<file path="src/rtl/core/pfa_ram.sv">
// Generic single write port, single read port RAM with registered read.
// No dependencies.
module pfa_ram #(
  parameter int WIDTH = 8,
  parameter int DEPTH = 16
) (
  input  logic                     clk_i,
  input  logic                     we_i,
  input  logic [$clog2(DEPTH)-1:0] waddr_i,
  input  logic [WIDTH-1:0]         wdata_i,
  input  logic [$clog2(DEPTH)-1:0] raddr_i,
  output logic [WIDTH-1:0]         rdata_o
);

  logic [WIDTH-1:0] mem [DEPTH];
  logic [WIDTH-1:0] rdata_q;

  always_ff @(posedge clk_i) begin
    if (we_i) begin
      mem[waddr_i] <= wdata_i;
    end
    rdata_q <= mem[raddr_i];
  end

  assign rdata_o = rdata_q;

endmodule

</file>
<file path="config.mk">
export PLATFORM = sky130hd
export DESIGN_NAME = pfa_ram
export DESIGN_NICKNAME = d
export VERILOG_FILES = /design/src/rtl/core/pfa_ram.sv
export SDC_FILE = /design/constraint.sdc
export NUM_CORES = 1
export LEC_CHECK = 0
export BUFFER_PORTS_ARGS = -buffer_cell sky130_fd_sc_hd__buf_2
export CORE_MARGIN = 3
export CORE_UTILIZATION = 38
export CTS_CLUSTER_SIZE = 14
export DETAILED_ROUTE_END_ITERATION = 8
export HOLD_SLACK_MARGIN = 0.1
export PLACE_DENSITY = 0.59
export SETUP_SLACK_MARGIN = 0.1
export SLEW_MARGIN = 40
export SYNTH_ARGS = -nofsm -noshare
export SYNTH_HDL_FRONTEND = slang
export SYNTH_SLANG_ARGS = --single-unit
</file>
<file path="constraint.sdc">
create_clock -name clk_i -period 2 [get_ports clk_i]
set_clock_uncertainty 0.05 [all_clocks]
set_input_delay 0 -clock clk_i [delete_from_list [all_inputs] [get_ports clk_i]]
set_output_delay 0 -clock clk_i [all_outputs]
set_load 0.1 [all_outputs]
</file>
==> run_summary.xml <==
<?xml version="1.0" encoding="UTF-8"?>
<metrics>
  <group name="outcome">
    <metric name="outcome" unit="">finished, final reports clean</metric>
  </group>
  <group name="timing">
    <metric name="final.period_utilization" unit="">0.775</metric>
    <metric name="setup_total_negative_slack" unit="ps">0</metric>
    <metric name="setup_slack_of_the_critical_path_after_layout" unit="ps">451</metric>
    <metric name="maxClockFrequency" unit="GHz">0.646</metric>
    <metric name="grt_setup_unrepaired" unit="">no</metric>
    <metric name="worst_hold_slack" unit="ps">119</metric>
    <metric name="worst_slew_pin_slew" unit="ps">708</metric>
    <metric name="hold_viol_final" unit="">0</metric>
    <metric name="min_cycle_time_layout" unit="ps">1550</metric>
    <metric name="setup_viol" unit="">0</metric>
    <metric name="timing.max_slew.rel_slack" unit="">0.527</metric>
    <metric name="maxSlewViolCount" unit="">0</metric>
  </group>
  <group name="place">
    <metric name="post_dp_cell_area" unit="mm2">0.00556</metric>
    <metric name="numPortBuffers" unit="">25</metric>
    <metric name="placement.setup.worst_slack" unit="ps">491</metric>
    <metric name="hpwl" unit="mm">6.09</metric>
    <metric name="numPlacedInstances" unit="">434</metric>
    <metric name="final_weighted_congestion_in_routability_driven_placement" unit="">0.691</metric>
  </group>
  <group name="worst_setup_path">
    <metric name="worst_r2r_endpoint" unit="">rdata_o[2]</metric>
    <metric name="timing.critical_path.buf_inv" unit="">4</metric>
    <metric name="cp_slowest_stage_delay" unit="ps">570</metric>
    <metric name="worst-endpoint-arrival" unit="ps">1610</metric>
    <metric name="worst-path-max-fanout" unit="">8</metric>
    <metric name="worst-r2r-setup-slack" unit="ps">600</metric>
    <metric name="reg2reg_depth" unit="">3</metric>
    <metric name="master_of_the_slowest_instance_on_the_critical_path" unit="">dlygate4sd3_1</metric>
    <metric name="critPathRequiredTime" unit="ps">2060</metric>
    <metric name="worst_setup_path_end_kind" unit="">flip-flop</metric>
    <metric name="worst-path-stages" unit="">5</metric>
    <metric name="critical_path.cell_chain" unit="">dlygate4sd3_1, buf_2, nor3_1, dlygate4sd3_1, buf_4</metric>
    <metric name="crit_path_start_kind" unit="">input port</metric>
    <metric name="timing.rr.start" unit="">mem[1][2]</metric>
    <metric name="cpMostUsedCell" unit="">dlygate4sd3_1</metric>
    <metric name="worst-setup-path-type" unit="">input port to flip-flop</metric>
    <metric name="worst_path_dominant_cell_family" unit="">buffers and inverters</metric>
  </group>
  <group name="synth">
    <metric name="syn-mean-instance-area" unit="um2">22.5</metric>
    <metric name="synth_flop_type" unit="">edfxtp_1</metric>
    <metric name="synth.top_cell.area_share" unit="">0.747</metric>
    <metric name="ys_async_sr_fraction" unit="">0</metric>
    <metric name="synth.ff_latch_count" unit="">136</metric>
    <metric name="synth_top_cells_by_area" unit="">edfxtp_1 75%, mux4_2 7.9%, mux4_1 7.1%</metric>
    <metric name="top_cells_by_count_synth" unit="">128 x edfxtp_1, 18 x mux4_2, 16 x a22oi_1</metric>
    <metric name="synth_cell_type_count" unit="">19</metric>
    <metric name="synth_enable_flop_cells" unit="">128</metric>
    <metric name="post_synth_instance_area" unit="mm2">0.00515</metric>
    <metric name="post_synth_inst_count" unit="">229</metric>
    <metric name="yosysWarnings" unit="">0</metric>
    <metric name="syn-num-nets" unit="">247</metric>
    <metric name="ys_seq_area_frac" unit="">0.778</metric>
    <metric name="synthMostInstantiatedCell" unit="">edfxtp_1</metric>
    <metric name="synth.largest_area_cell" unit="">edfxtp_1</metric>
  </group>
  <group name="cells_and_area">
    <metric name="fin_nets" unit="">310</metric>
    <metric name="finalCoreUtilization" unit="">0.483</metric>
    <metric name="diodes" unit="">0</metric>
    <metric name="post_route_cells_drive_above_1_share" unit="">0.305</metric>
    <metric name="final-instance-count-excl-fill" unit="">477</metric>
    <metric name="post-route-cell-area" unit="mm2">0.00624</metric>
    <metric name="syn_to_final_growth" unit="%">21.2</metric>
  </group>
  <group name="die">
    <metric name="start_util" unit="">0.398</metric>
    <metric name="dieArea" unit="mm2">0.0150</metric>
    <metric name="floorplan.io_pins" unit="">26</metric>
    <metric name="die_x" unit="um">122</metric>
    <metric name="floorplan.die.height" unit="um">122</metric>
    <metric name="core_area" unit="mm2">0.0129</metric>
    <metric name="rows" unit="">41</metric>
  </group>
  <group name="clock_network">
    <metric name="clk_path_buf_depth" unit="">2</metric>
    <metric name="clkLatencyLatePin" unit="ps">410</metric>
    <metric name="clockRootBuffer" unit="">clkbuf_16</metric>
    <metric name="cts.htree.levels" unit="">4</metric>
    <metric name="post_cts.resized_instances" unit="">0</metric>
    <metric name="cts_post_setup_buffers_inserted" unit="">0</metric>
    <metric name="number_of_buffers_added_by_the_clock_tree_synthesis_step" unit="">17</metric>
    <metric name="clock_net_sink_count" unit="">136</metric>
    <metric name="cts.hold.buffers_added" unit="">11</metric>
    <metric name="worst_setup_hold_path_clk_slew" unit="ps">50</metric>
    <metric name="tritoncts" unit="">done</metric>
  </group>
  <group name="power">
    <metric name="switching_power" unit="mW">1.42</metric>
    <metric name="power.density" unit="mW/mm2">1050</metric>
    <metric name="sw_frac_of_total" unit="">0.217</metric>
    <metric name="leakage" unit="nW">2.12</metric>
    <metric name="power.ir.vdd_worst" unit="V">0.000595</metric>
    <metric name="cellInternalPower" unit="mW">5.12</metric>
    <metric name="power.combinational.fraction" unit="">0.067</metric>
    <metric name="seq_power_share" unit="">0.490</metric>
    <metric name="clkPwrFrac" unit="">0.443</metric>
    <metric name="overall_power_consumption" unit="mW">6.55</metric>
  </group>
  <group name="global_route">
    <metric name="grt.total_usage" unit="">0.140</metric>
    <metric name="maximum_number_of_pins_on_one_net_before_global_route_repair" unit="">33</metric>
    <metric name="first_pass_grt_wire_length" unit="mm">14.9</metric>
    <metric name="grt_antenna_before_repair" unit="">0</metric>
    <metric name="first_global_vias" unit="">2483</metric>
    <metric name="grt_overflow" unit="">0</metric>
  </group>
  <group name="routing">
    <metric name="drt_pass1_iterations" unit="">4</metric>
    <metric name="wl_per_cell" unit="um">19.8</metric>
    <metric name="residual_antenna_violating_net_count_after_detailed_routing" unit="">0</metric>
    <metric name="vias" unit="">2417</metric>
    <metric name="per_cell_via_count_in_the_routed_design" unit="">5.07</metric>
    <metric name="detail_route.wirelength" unit="mm">9.47</metric>
    <metric name="detail_route.drc_violations" unit="">0</metric>
    <metric name="drt-initial-drc-count" unit="">266</metric>
  </group>
  <group name="min_path">
    <metric name="hp-start" unit="">raddr_i[2]</metric>
    <metric name="worst_hold_path.endpoint" unit="">rdata_o[4]</metric>
    <metric name="worstHoldPathCells" unit="">4</metric>
    <metric name="hold_removal_path_class" unit="">input port to flip-flop</metric>
  </group>
  <group name="job">
    <metric name="max-cap-violations" unit="">0</metric>
  </group>
</metrics>
==> worst max path at each step <==
stage               startpoint         end  slack (ps)
floorplan           waddr_i[2]   mem[0][0]         460
global placement    raddr_i[1]  rdata_o[3]         490
detailed placement  raddr_i[1]  rdata_o[3]         490
CTS                 waddr_i[1]   mem[0][1]         470
global route        waddr_i[1]   mem[0][6]         390
finish              waddr_i[1]   mem[0][1]         450
==> layer usage <==
metal / up-vias / part of all wire / GRT usage
met1: 1257 / 0.46 / 0.187
li1: 1099 / - / -
met2: 49 / 0.50 / 0.217
met4: 0 / 0.013 / 0.0567
met3: 12 / 0.034 / 0.0401
met5: - / 0 / 0
==> power by group through the flow <==
stage               Clock, mW  Combinational [mW]  Sequential [mW]
detailed placement          0               0.429             3.27
global route             3.08               0.471             3.21
finish                   2.90               0.437             3.21
floorplan                   0               0.162             3.40
global placement            0               0.423             3.26
CTS                      2.97               0.445             3.21
==> registers in the layout, summed over array words and instances (netlist names) <==
register,cells
mem,128
rdata_o,8
==> cell families after synthesis <==
kind of cell / synth area share
simple gates: 0.0318
mux: 0.150
compound gates: 0.0233
buf+inv: 0.0168
flops: 0.778
==> worst min-delay path: cells and delay by family <==
kind	cells	cell delay, ps
compound gates	1	200
buf+inv	1	120
simple gates	2	200
==> area by class of cell <==
type / count / area (um2)
Clock buffer: 20 / 467
Clock inverter: 12 / 100
Fill cell: 1099 / 6690
Multi-Input combinational cell: 83 / 1060
Sequential cell: 136 / 4000
Tap cell: 172 / 215
Timing Repair Buffer: 54 / 395
==> placed cells by master (no fill, tap or decap), types with 2 or more instances in the layout <==
master	Yosys	routed
nor3_1	4	4
mux4_1	14	14
clkinvlp_4	0	5
mux4_2	18	18
edfxtp_1	128	128
clkbuf_8	0	3
buf_4	1	16
clkinv_2	0	4
a22oi_1	16	16
buf_12	0	2
nor2_1	13	13
nand2b_1	2	2
buf_2	3	25
nand3b_1	2	2
dfxtp_1	8	8
nand2_1	9	9
clkbuf_16	0	17
dlygate4sd3_1	0	11
Power figures use the tool's default switching activity.
